`src/rtl/core/sfh_pkg.sv`:
```
// shared types, constants and mixing functions for the superfasthash stream unit
// no dependencies; used by sfh_front, sfh_queue, sfh_back and the top level
package sfh_pkg;

  localparam int WORD_W    = 32;
  localparam int COUNT_W   = 3;
  localparam int LENGTH_W  = 31;
  localparam int IN_DATA_W = 72;  // 32 + 3 + 31 = 66 bits, padded to whole bytes
  localparam int OUT_DATA_W = 32;

  localparam int WORD_LSB   = 0;
  localparam int COUNT_LSB  = WORD_LSB + WORD_W;
  localparam int LENGTH_LSB = COUNT_LSB + COUNT_W;

  // how the back end mixes one word
  typedef enum logic [2:0] {
    KIND_FULL,
    KIND_TAIL3,
    KIND_TAIL2,
    KIND_TAIL1,
    KIND_NONE
  } kind_t;

  typedef struct packed {
    logic [WORD_W-1:0]   word;
    kind_t               kind;
    logic                first;
    logic                last;
    logic                seed_zero;
    logic [LENGTH_W-1:0] seed;
  } q_entry_t;

  function automatic logic [31:0] sext8(input logic [7:0] b);
    return {{24{b[7]}}, b};
  endfunction

  function automatic logic [31:0] block_mix(input logic [31:0] h_in, input logic [31:0] w);
    logic [31:0] h;
    logic [31:0] t;
    h = h_in + {16'h0000, w[15:0]};
    t = ({16'h0000, w[31:16]} << 11) ^ h;
    h = (h << 16) ^ t;
    h = h + (h >> 11);
    return h;
  endfunction

  function automatic logic [31:0] tail_mix(input logic [31:0] h_in, input logic [31:0] w,
                                           input kind_t kind);
    logic [31:0] h;
    h = h_in;
    case (kind)
      KIND_TAIL3: begin
        h = h + {16'h0000, w[15:0]};
        h = h ^ (h << 16);
        h = h ^ (sext8(w[23:16]) << 18);
        h = h + (h >> 11);
      end
      KIND_TAIL2: begin
        h = h + {16'h0000, w[15:0]};
        h = h ^ (h << 11);
        h = h + (h >> 17);
      end
      KIND_TAIL1: begin
        h = h + sext8(w[7:0]);
        h = h ^ (h << 10);
        h = h + (h >> 1);
      end
      default: h = h_in;
    endcase
    return h;
  endfunction

  // avalanche split in three parts, one pipeline stage each
  function automatic logic [31:0] aval_a(input logic [31:0] h_in);
    logic [31:0] h;
    h = h_in ^ (h_in << 3);
    h = h + (h >> 5);
    h = h ^ (h << 4);
    return h;
  endfunction

  function automatic logic [31:0] aval_b(input logic [31:0] h_in);
    logic [31:0] h;
    h = h_in + (h_in >> 17);
    h = h ^ (h << 25);
    return h;
  endfunction

  function automatic logic [31:0] aval_c(input logic [31:0] h_in);
    return h_in + (h_in >> 6);
  endfunction

endpackage

```
`src/rtl/core/superfasthash_stream_unit.sv`:
```
// Streaming 32-bit SuperFastHash. Send a message as 32-bit words, byte 0 in bits 7:0;
// s_tuser marks the first word (its total_length seeds the hash), s_tlast the last
// word, whose byte_count may be 0 to 4. One hash per message comes out on m_tdata,
// 0 for a zero-length message. The unit takes one word per clock cycle while its queue is not
// full: the limit is the running-hash update in the back end. A finished hash leaves the
// queue with its last word and then passes the mix register, two avalanche stages and the
// output register, which does the last avalanche step; the QUEUE_DEPTH-entry queue
// absorbs stalls on the output side.
// top level; depends on sfh_pkg, sfh_front, sfh_queue, sfh_back
module superfasthash_stream_unit
  import sfh_pkg::*;
#(
  parameter int QUEUE_DEPTH = 4
) (
  input  logic                  clk,
  input  logic                  rst,
  // [31:0] data_word, [34:32] byte_count, [65:35] total_length, [71:66] zero
  input  logic [IN_DATA_W-1:0]  s_tdata,
  input  logic                  s_tuser,   // [0] first_item
  input  logic                  s_tlast,   // last_item
  input  logic                  s_tvalid,
  output logic                  s_tready,
  output logic [OUT_DATA_W-1:0] m_tdata,   // [31:0] hash_value
  output logic                  m_tvalid,
  input  logic                  m_tready
);

  logic     push;
  logic     push_ready;
  q_entry_t push_entry;
  logic     pop;
  logic     pop_valid;
  q_entry_t pop_entry;

  sfh_front u_front (
    .clk        (clk),
    .rst        (rst),
    .s_tdata    (s_tdata),
    .s_tuser    (s_tuser),
    .s_tlast    (s_tlast),
    .s_tvalid   (s_tvalid),
    .s_tready   (s_tready),
    .push       (push),
    .push_entry (push_entry),
    .push_ready (push_ready)
  );

  sfh_queue #(
    .DEPTH (QUEUE_DEPTH)
  ) u_queue (
    .clk        (clk),
    .rst        (rst),
    .push       (push),
    .push_entry (push_entry),
    .push_ready (push_ready),
    .pop_valid  (pop_valid),
    .pop_entry  (pop_entry),
    .pop        (pop)
  );

  sfh_back u_back (
    .clk       (clk),
    .rst       (rst),
    .pop_valid (pop_valid),
    .pop_entry (pop_entry),
    .pop       (pop),
    .m_tdata   (m_tdata),
    .m_tvalid  (m_tvalid),
    .m_tready  (m_tready)
  );

endmodule

```
`src/rtl/core/sfh_front.sv`:
```
// input side: unpacks the stream transaction and classifies the word for the back end
// depends on sfh_pkg
module sfh_front
  import sfh_pkg::*;
(
  input  logic                 clk,
  input  logic                 rst,
  input  logic [IN_DATA_W-1:0] s_tdata,
  input  logic                 s_tuser,
  input  logic                 s_tlast,
  input  logic                 s_tvalid,
  output logic                 s_tready,
  output logic                 push,
  output q_entry_t             push_entry,
  input  logic                 push_ready
);

  logic [COUNT_W-1:0]  byte_count;
  logic [LENGTH_W-1:0] total_length;
  kind_t               kind;

  assign byte_count   = s_tdata[COUNT_LSB +: COUNT_W];
  assign total_length = s_tdata[LENGTH_LSB +: LENGTH_W];

  // words before the last one are always full blocks; counts above 4 saturate
  always_comb begin
    kind = KIND_FULL;
    if (s_tlast) begin
      unique case (byte_count) inside
        3'd0:          kind = KIND_NONE;
        3'd1:          kind = KIND_TAIL1;
        3'd2:          kind = KIND_TAIL2;
        3'd3:          kind = KIND_TAIL3;
        [3'd4:3'd7]:   kind = KIND_FULL;
        default:       kind = KIND_FULL;
      endcase
    end
  end

  always_comb begin
    push_entry.word      = s_tdata[WORD_LSB +: WORD_W];
    push_entry.kind      = kind;
    push_entry.first     = s_tuser;
    push_entry.last      = s_tlast;
    push_entry.seed_zero = (total_length == '0);
    push_entry.seed      = total_length;
  end

  assign push     = s_tvalid && push_ready;
  assign s_tready = push_ready;

  property p_push_only_on_valid;
    @(posedge clk) disable iff (rst) push |-> s_tvalid && s_tready;
  endproperty
  a_push_only_on_valid: assert property (p_push_only_on_valid)
    else $error("push without an accepted transaction");

  property p_nonlast_is_full;
    @(posedge clk) disable iff (rst) (push && !s_tlast) |-> push_entry.kind == KIND_FULL;
  endproperty
  a_nonlast_is_full: assert property (p_nonlast_is_full)
    else $error("word that is not last classified as tail");

  property p_seed_zero_flag;
    @(posedge clk) disable iff (rst)
      push |-> push_entry.seed_zero == (push_entry.seed == '0);
  endproperty
  a_seed_zero_flag: assert property (p_seed_zero_flag)
    else $error("seed zero flag disagrees with length");

endmodule

```
`src/rtl/core/sfh_queue.sv`:
```
// short fifo of classified words between the front and the back end
// depends on sfh_pkg
module sfh_queue
  import sfh_pkg::*;
#(
  parameter int DEPTH = 4
) (
  input  logic     clk,
  input  logic     rst,
  input  logic     push,
  input  q_entry_t push_entry,
  output logic     push_ready,
  output logic     pop_valid,
  output q_entry_t pop_entry,
  input  logic     pop
);

  localparam int AW = (DEPTH > 1) ? $clog2(DEPTH) : 1;
  localparam int CW = $clog2(DEPTH + 1);
  localparam logic [AW-1:0] LAST_PTR = AW'(DEPTH - 1);
  localparam logic [CW-1:0] FULL_CNT = CW'(DEPTH);

  q_entry_t        mem [DEPTH];
  logic [AW-1:0]   wr_ptr;
  logic [AW-1:0]   rd_ptr;
  logic [CW-1:0]   count;
  logic [CW-1:0]   count_next;

  assign push_ready = (count != FULL_CNT);
  assign pop_valid  = (count != '0);
  assign pop_entry  = mem[rd_ptr];

  always_comb begin
    count_next = count;
    if (push && !pop) begin
      count_next = count + CW'(1);
    end else if (pop && !push) begin
      count_next = count - CW'(1);
    end
  end

  always_ff @(posedge clk) begin
    if (push) begin
      mem[wr_ptr] <= push_entry;
    end
  end

  always_ff @(posedge clk) begin
    if (rst) begin
      wr_ptr <= '0;
      rd_ptr <= '0;
      count  <= '0;
    end else begin
      if (push) begin
        wr_ptr <= (wr_ptr == LAST_PTR) ? '0 : wr_ptr + AW'(1);
      end
      if (pop) begin
        rd_ptr <= (rd_ptr == LAST_PTR) ? '0 : rd_ptr + AW'(1);
      end
      count <= count_next;
    end
  end

  property p_count_bound;
    @(posedge clk) disable iff (rst) count <= FULL_CNT;
  endproperty
  a_count_bound: assert property (p_count_bound)
    else $error("queue count above depth");

  property p_no_pop_empty;
    @(posedge clk) disable iff (rst) pop |-> pop_valid;
  endproperty
  a_no_pop_empty: assert property (p_no_pop_empty)
    else $error("pop from empty queue");

  property p_no_push_full;
    @(posedge clk) disable iff (rst) push |-> push_ready;
  endproperty
  a_no_push_full: assert property (p_no_push_full)
    else $error("push into full queue");

endmodule

```
`src/rtl/core/sfh_back.sv`:
```
// back end: running hash update, three-stage avalanche pipeline and output register
// depends on sfh_pkg
module sfh_back
  import sfh_pkg::*;
(
  input  logic                  clk,
  input  logic                  rst,
  input  logic                  pop_valid,
  input  q_entry_t              pop_entry,
  output logic                  pop,
  output logic [OUT_DATA_W-1:0] m_tdata,  // [31:0] hash_value
  output logic                  m_tvalid,
  input  logic                  m_tready
);

  logic [31:0] running_hash;
  logic        seed_zero;
  logic [31:0] h_base;
  logic        sz_base;
  logic [31:0] h_mix;

  logic        s1_valid, s2_valid, s3_valid;
  logic [31:0] s1_hash, s2_hash, s3_hash;
  logic        s1_zero, s2_zero, s3_zero;
  logic        out_ready, s3_ready, s2_ready, s1_ready;

  assign out_ready = !m_tvalid || m_tready;
  assign s3_ready  = !s3_valid || out_ready;
  assign s2_ready  = !s2_valid || s3_ready;
  assign s1_ready  = !s1_valid || s2_ready;

  // words that are not last only touch the running hash and never wait
  assign pop = pop_valid && (!pop_entry.last || s1_ready);

  always_comb begin
    h_base  = pop_entry.first ? {1'b0, pop_entry.seed} : running_hash;
    sz_base = pop_entry.first ? pop_entry.seed_zero : seed_zero;
    if (pop_entry.kind == KIND_FULL) begin
      h_mix = block_mix(h_base, pop_entry.word);
    end else begin
      h_mix = tail_mix(h_base, pop_entry.word, pop_entry.kind);
    end
  end

  always_ff @(posedge clk) begin
    if (rst) begin
      running_hash <= '0;
      seed_zero    <= 1'b0;
    end else if (pop) begin
      if (pop_entry.last) begin
        running_hash <= '0;
        seed_zero    <= 1'b0;
      end else begin
        running_hash <= h_mix;
        seed_zero    <= sz_base;
      end
    end
  end

  // avalanche pipeline, control
  always_ff @(posedge clk) begin
    if (rst) begin
      s1_valid <= 1'b0;
      s2_valid <= 1'b0;
      s3_valid <= 1'b0;
      m_tvalid <= 1'b0;
    end else begin
      if (s1_ready) s1_valid <= pop && pop_entry.last;
      if (s2_ready) s2_valid <= s1_valid;
      if (s3_ready) s3_valid <= s2_valid;
      if (out_ready) m_tvalid <= s3_valid;
    end
  end

  // avalanche pipeline, payload
  always_ff @(posedge clk) begin
    if (s1_ready) begin
      s1_hash <= h_mix;
      s1_zero <= sz_base;
    end
    if (s2_ready) begin
      s2_hash <= aval_a(s1_hash);
      s2_zero <= s1_zero;
    end
    if (s3_ready) begin
      s3_hash <= aval_b(s2_hash);
      s3_zero <= s2_zero;
    end
    if (out_ready) begin
      m_tdata <= s3_zero ? '0 : aval_c(s3_hash);
    end
  end

  property p_clear_after_last;
    @(posedge clk) disable iff (rst)
      (pop && pop_entry.last) |=> (running_hash == '0) && !seed_zero;
  endproperty
  a_clear_after_last: assert property (p_clear_after_last)
    else $error("running hash not cleared after last word");

  property p_last_needs_room;
    @(posedge clk) disable iff (rst) (pop && pop_entry.last) |-> s1_ready;
  endproperty
  a_last_needs_room: assert property (p_last_needs_room)
    else $error("last word popped while finalization stalled");

  property p_last_enters_pipe;
    @(posedge clk) disable iff (rst) (pop && pop_entry.last) |=> s1_valid;
  endproperty
  a_last_enters_pipe: assert property (p_last_enters_pipe)
    else $error("last word lost before finalization");

endmodule
```
`config.mk`:
```
export PLATFORM = sky130hd
export DESIGN_NAME = superfasthash_stream_unit
export DESIGN_NICKNAME = d
export VERILOG_FILES = /design/src/rtl/core/sfh_pkg.sv /design/src/rtl/core/superfasthash_stream_unit.sv /design/src/rtl/core/sfh_front.sv /design/src/rtl/core/sfh_queue.sv /design/src/rtl/core/sfh_back.sv
export SDC_FILE = /design/constraint.sdc
export NUM_CORES = 1
export LEC_CHECK = 0
export BUFFER_PORTS_ARGS = -buffer_cell sky130_fd_sc_hd__buf_2
export CAP_MARGIN = 40
export CELL_PAD_IN_SITES_DETAIL_PLACEMENT = 1
export CELL_PAD_IN_SITES_GLOBAL_PLACEMENT = 1
export CORE_UTILIZATION = 40
export DETAILED_ROUTE_END_ITERATION = 7
export GPL_ROUTABILITY_DRIVEN = 0
export PLACE_DENSITY_LB_ADDON = 0.25
export SLEW_MARGIN = 20
export SYNTH_ARGS = -nofsm -noshare
export SYNTH_HDL_FRONTEND = slang
export SYNTH_HIERARCHICAL = 1
export SYNTH_SLANG_ARGS = --single-unit
```
`constraint.sdc`:
```
create_clock -name clk -period 8.95 [get_ports clk]
set_clock_uncertainty 0.05 [all_clocks]
set_input_delay 1.79 -clock clk [delete_from_list [all_inputs] [get_ports clk]]
set_output_delay 1.79 -clock clk [all_outputs]
set_load 0.05 [all_outputs]
```
==> flow_metrics.tcl <==
set metrics [dict create \
    outcome "complete, no violations" \
    synth_cell_types 118 \
    placement.io_buffers 105 \
    area_delta_synth_final_pct 9.66 \
    firstDrtPassIters 5 \
    hold_violations 0 \
    final_cell_area_mm2 0.0332 \
    ios 112 \
    ant_nets 0 \
    dieArea_mm2 0.0768 \
    fp.dieW_um 277 \
    cts_setup_buffers 0 \
    netlist_area_mm2 0.0303 \
    fin_nets 3024 \
    synth_edf_count 407 \
    initial_utilization_pct 40.5 \
    antenna_found_initial 0 \
    async_reset_ff_share_pct 0 \
    via_per_inst 5.84 \
    setup_violations 0 \
    setup_tns_ns 0 \
    cp_max_fo 34 \
    place_area_mm2 0.0316 \
    clock_latency_ns 0.62 \
    drv_cap 0 \
    worstSetupEndpointType "flip-flop" \
    synth_cells 2664 \
    clk_pin_slew_ns 0.06 \
    synth_nets 2954 \
    ys_ff_latch 453 \
    post_cts_resize_count 0 \
    setup.worst_path.class "reg2reg" \
    synth_ff_type "edfxtp_1" \
    tightest_slew_ns 0.889 \
    rsz0062_at_grt "no" \
    core_mm2 0.0747 \
    max_freq_ghz 0.119 \
    slew_violations 0 \
    cpPeakStageDelay_ns 0.62 \
    drc 0 \
    hold_ws_ns 0.380 \
    gr-total-overflow 0 \
    cts.sinks 453 \
    seq_area_frac_synth_pct 43.4 \
    drive_gt1_share_pct 15.1 \
    synth_compound_area_share_pct 14.8 \
    yosysWarnings 6 \
    fin_crit_sh_pct 94.0 \
    synth_top_family_by_area "compound AO/OA/AOI/OAI gates" \
    vias 21900 \
    crit_path_start_kind "flip-flop" \
    grtUsageMet1_pct 30.6 \
    cts_buffer_depth 3 \
    rows 100 \
    synth-simple-area-share_pct 10.6 \
    avgSynthCellArea_um2 11.4 \
    cts_max_level 2 \
    cts_root_buf "clkbuf_16" \
    finalWorstPathRequiredPeriod_ns 8.41 \
    cpMaxStageDelayCell "xnor2_1" \
    synthMuxAreaShare_pct 7.16 \
    grt_pass1_vias 22800 \
    synth_adder_area_share_pct 8.99 \
    grt_use_total_pct 23.7 \
    antenna_cells 0 \
    cts_tree "built" \
    grt_max_degree 49 \
    crit_arrival_ns 8.83 \
    cts_hold_repair.buffers 0 \
    gr-usage-met2_pct 39.7 \
    die_h_um 277 \
    drtIter0Drc 1550 \
    grt_pass1_wl_mm 139 \
    relSlewSlack_pct 40.8 \
    min_path_type "reg2reg" \
    wl_per_cell_um 24.6 \
    cts_made_buffers 49 \
    grt.busiest_layer "met2" \
    cp.required_ns 9.37 \
    synth_xor_area_share_pct 11.1 \
    drt_wl_total_mm 92.0 \
    grt_use_met3_pct 3.04 \
    dp_hpwl_mm 71.8 \
]
[sequential cells by signal, indices dropped and copies added, names as in the netlist, 2 cells and up, named ones only]
name	flops
u_queue/mem	276
u_queue/count	3
u_queue/rd_ptr	2
u_queue/wr_ptr	2
u_back/s1_hash	32
u_back/running_hash	32
u_back/m_tdata	32
u_back/s2_hash	32
u_back/s3_hash	32
[layer usage]
metal | routed length, um | vias to the layer above
li1 | - | 10100
met1 | 39200 | 10900
met2 | 43900 | 631
met3 | 4700 | 185
met4 | 4240 | 0
met5 | 0 | -
[worst max-delay path: cells and delay by family (launching register included)]
| family | cells | cell delay, ns |
|---|---|---|
| mux | 1 | 0.57 |
| simple gates | 8 | 1.68 |
| flops | 1 | 0.37 |
| fa+ha+maj | 2 | 0.89 |
| compound gates | 10 | 2.66 |
| xor+xnor | 3 | 1.05 |
| buf+inv | 3 | 0.96 |
[synthesized netlist by cell type (34+ instances only)]
library cell | count | share of area [%]
mux4_2 | 75 | 5.6
xnor2_1 | 201 | 5.8
buf_4 | 75 | 1.9
ha_1 | 203 | 8.4
inv_1 | 92 | 1.1
and3_1 | 34 | 0.70
clkbuf_1 | 39 | 0.48
nand2_1 | 132 | 1.6
a211oi_1 | 36 | 0.89
o21ai_0 | 102 | 1.7
a21oi_1 | 174 | 2.9
nor2_1 | 196 | 2.4
a21o_1 | 66 | 1.6
nand3_1 | 60 | 0.99
dfxtp_1 | 46 | 3.0
xor2_1 | 151 | 4.4
edfxtp_1 | 407 | 40
[final timing paths]
kind | slack, ns | start | cells after the start | to
worst max-delay path | 0.54 | flip-flop | 27 | u_back/running_hash[30]
worst min-delay path | 0.38 | u_back/s1_zero | 0 | u_back/s2_zero
worst max register to register | 0.54 | flip-flop | 27 | u_back/running_hash[30]
worst min register to register | 0.38 | u_back/s1_zero | 0 | u_back/s2_zero
[cell type report]
cell class | count | area, um^2
sequential | 453 | 13100
tap | 969 | 1210
clock inverter | 29 | 284
inverter | 95 | 357
clock buffer | 63 | 1340
multi-input combinational | 1985 | 16000
timing repair buffer | 150 | 893
fill | 7967 | 41500
[layout by cell type, fill, tap and decap left out, drive strengths merged, types with 35 or more instances in the layout]
master,synthesis,final
mux4,75,75
nor2,197,197
o21ai,111,111
xor2,156,156
edfxtp,407,407
inv,94,97
and3,35,35
ha,203,203
nand3,61,61
a21o,68,68
nor3,35,35
a211oi,42,42
a21oi,179,179
dfxtp,46,46
xnor2,206,206
clkbuf,39,64
buf,92,149
nand2,134,134
[per-stage QoR]
stage | instances | utilization (%) | worst slack, ns
after floorplan | 2664 | - | 1.20
final | 3744 | 44.4 | 0.540
after detailed placement | 3651 | 42.3 | 0.723
after global routing | 3744 | 44.4 | 0.127
after global placement | 3646 | 42.2 | 0.865
after CTS | 3743 | 44.4 | 0.623
[kinds of logic (layout without fill, tap and decap cells)]
kind of cell / count (synthesis) / count (layout)
compound gates: 647 / 647
xor+xnor: 367 / 367
fa+ha+maj: 212 / 212
buf+inv: 226 / 337
flops: 453 / 453
mux: 119 / 119
simple gates: 640 / 640
Power is left out: the tool's default activity adds up to more than one toggle a clock period on the data nets, which glitch-free logic cannot reach.
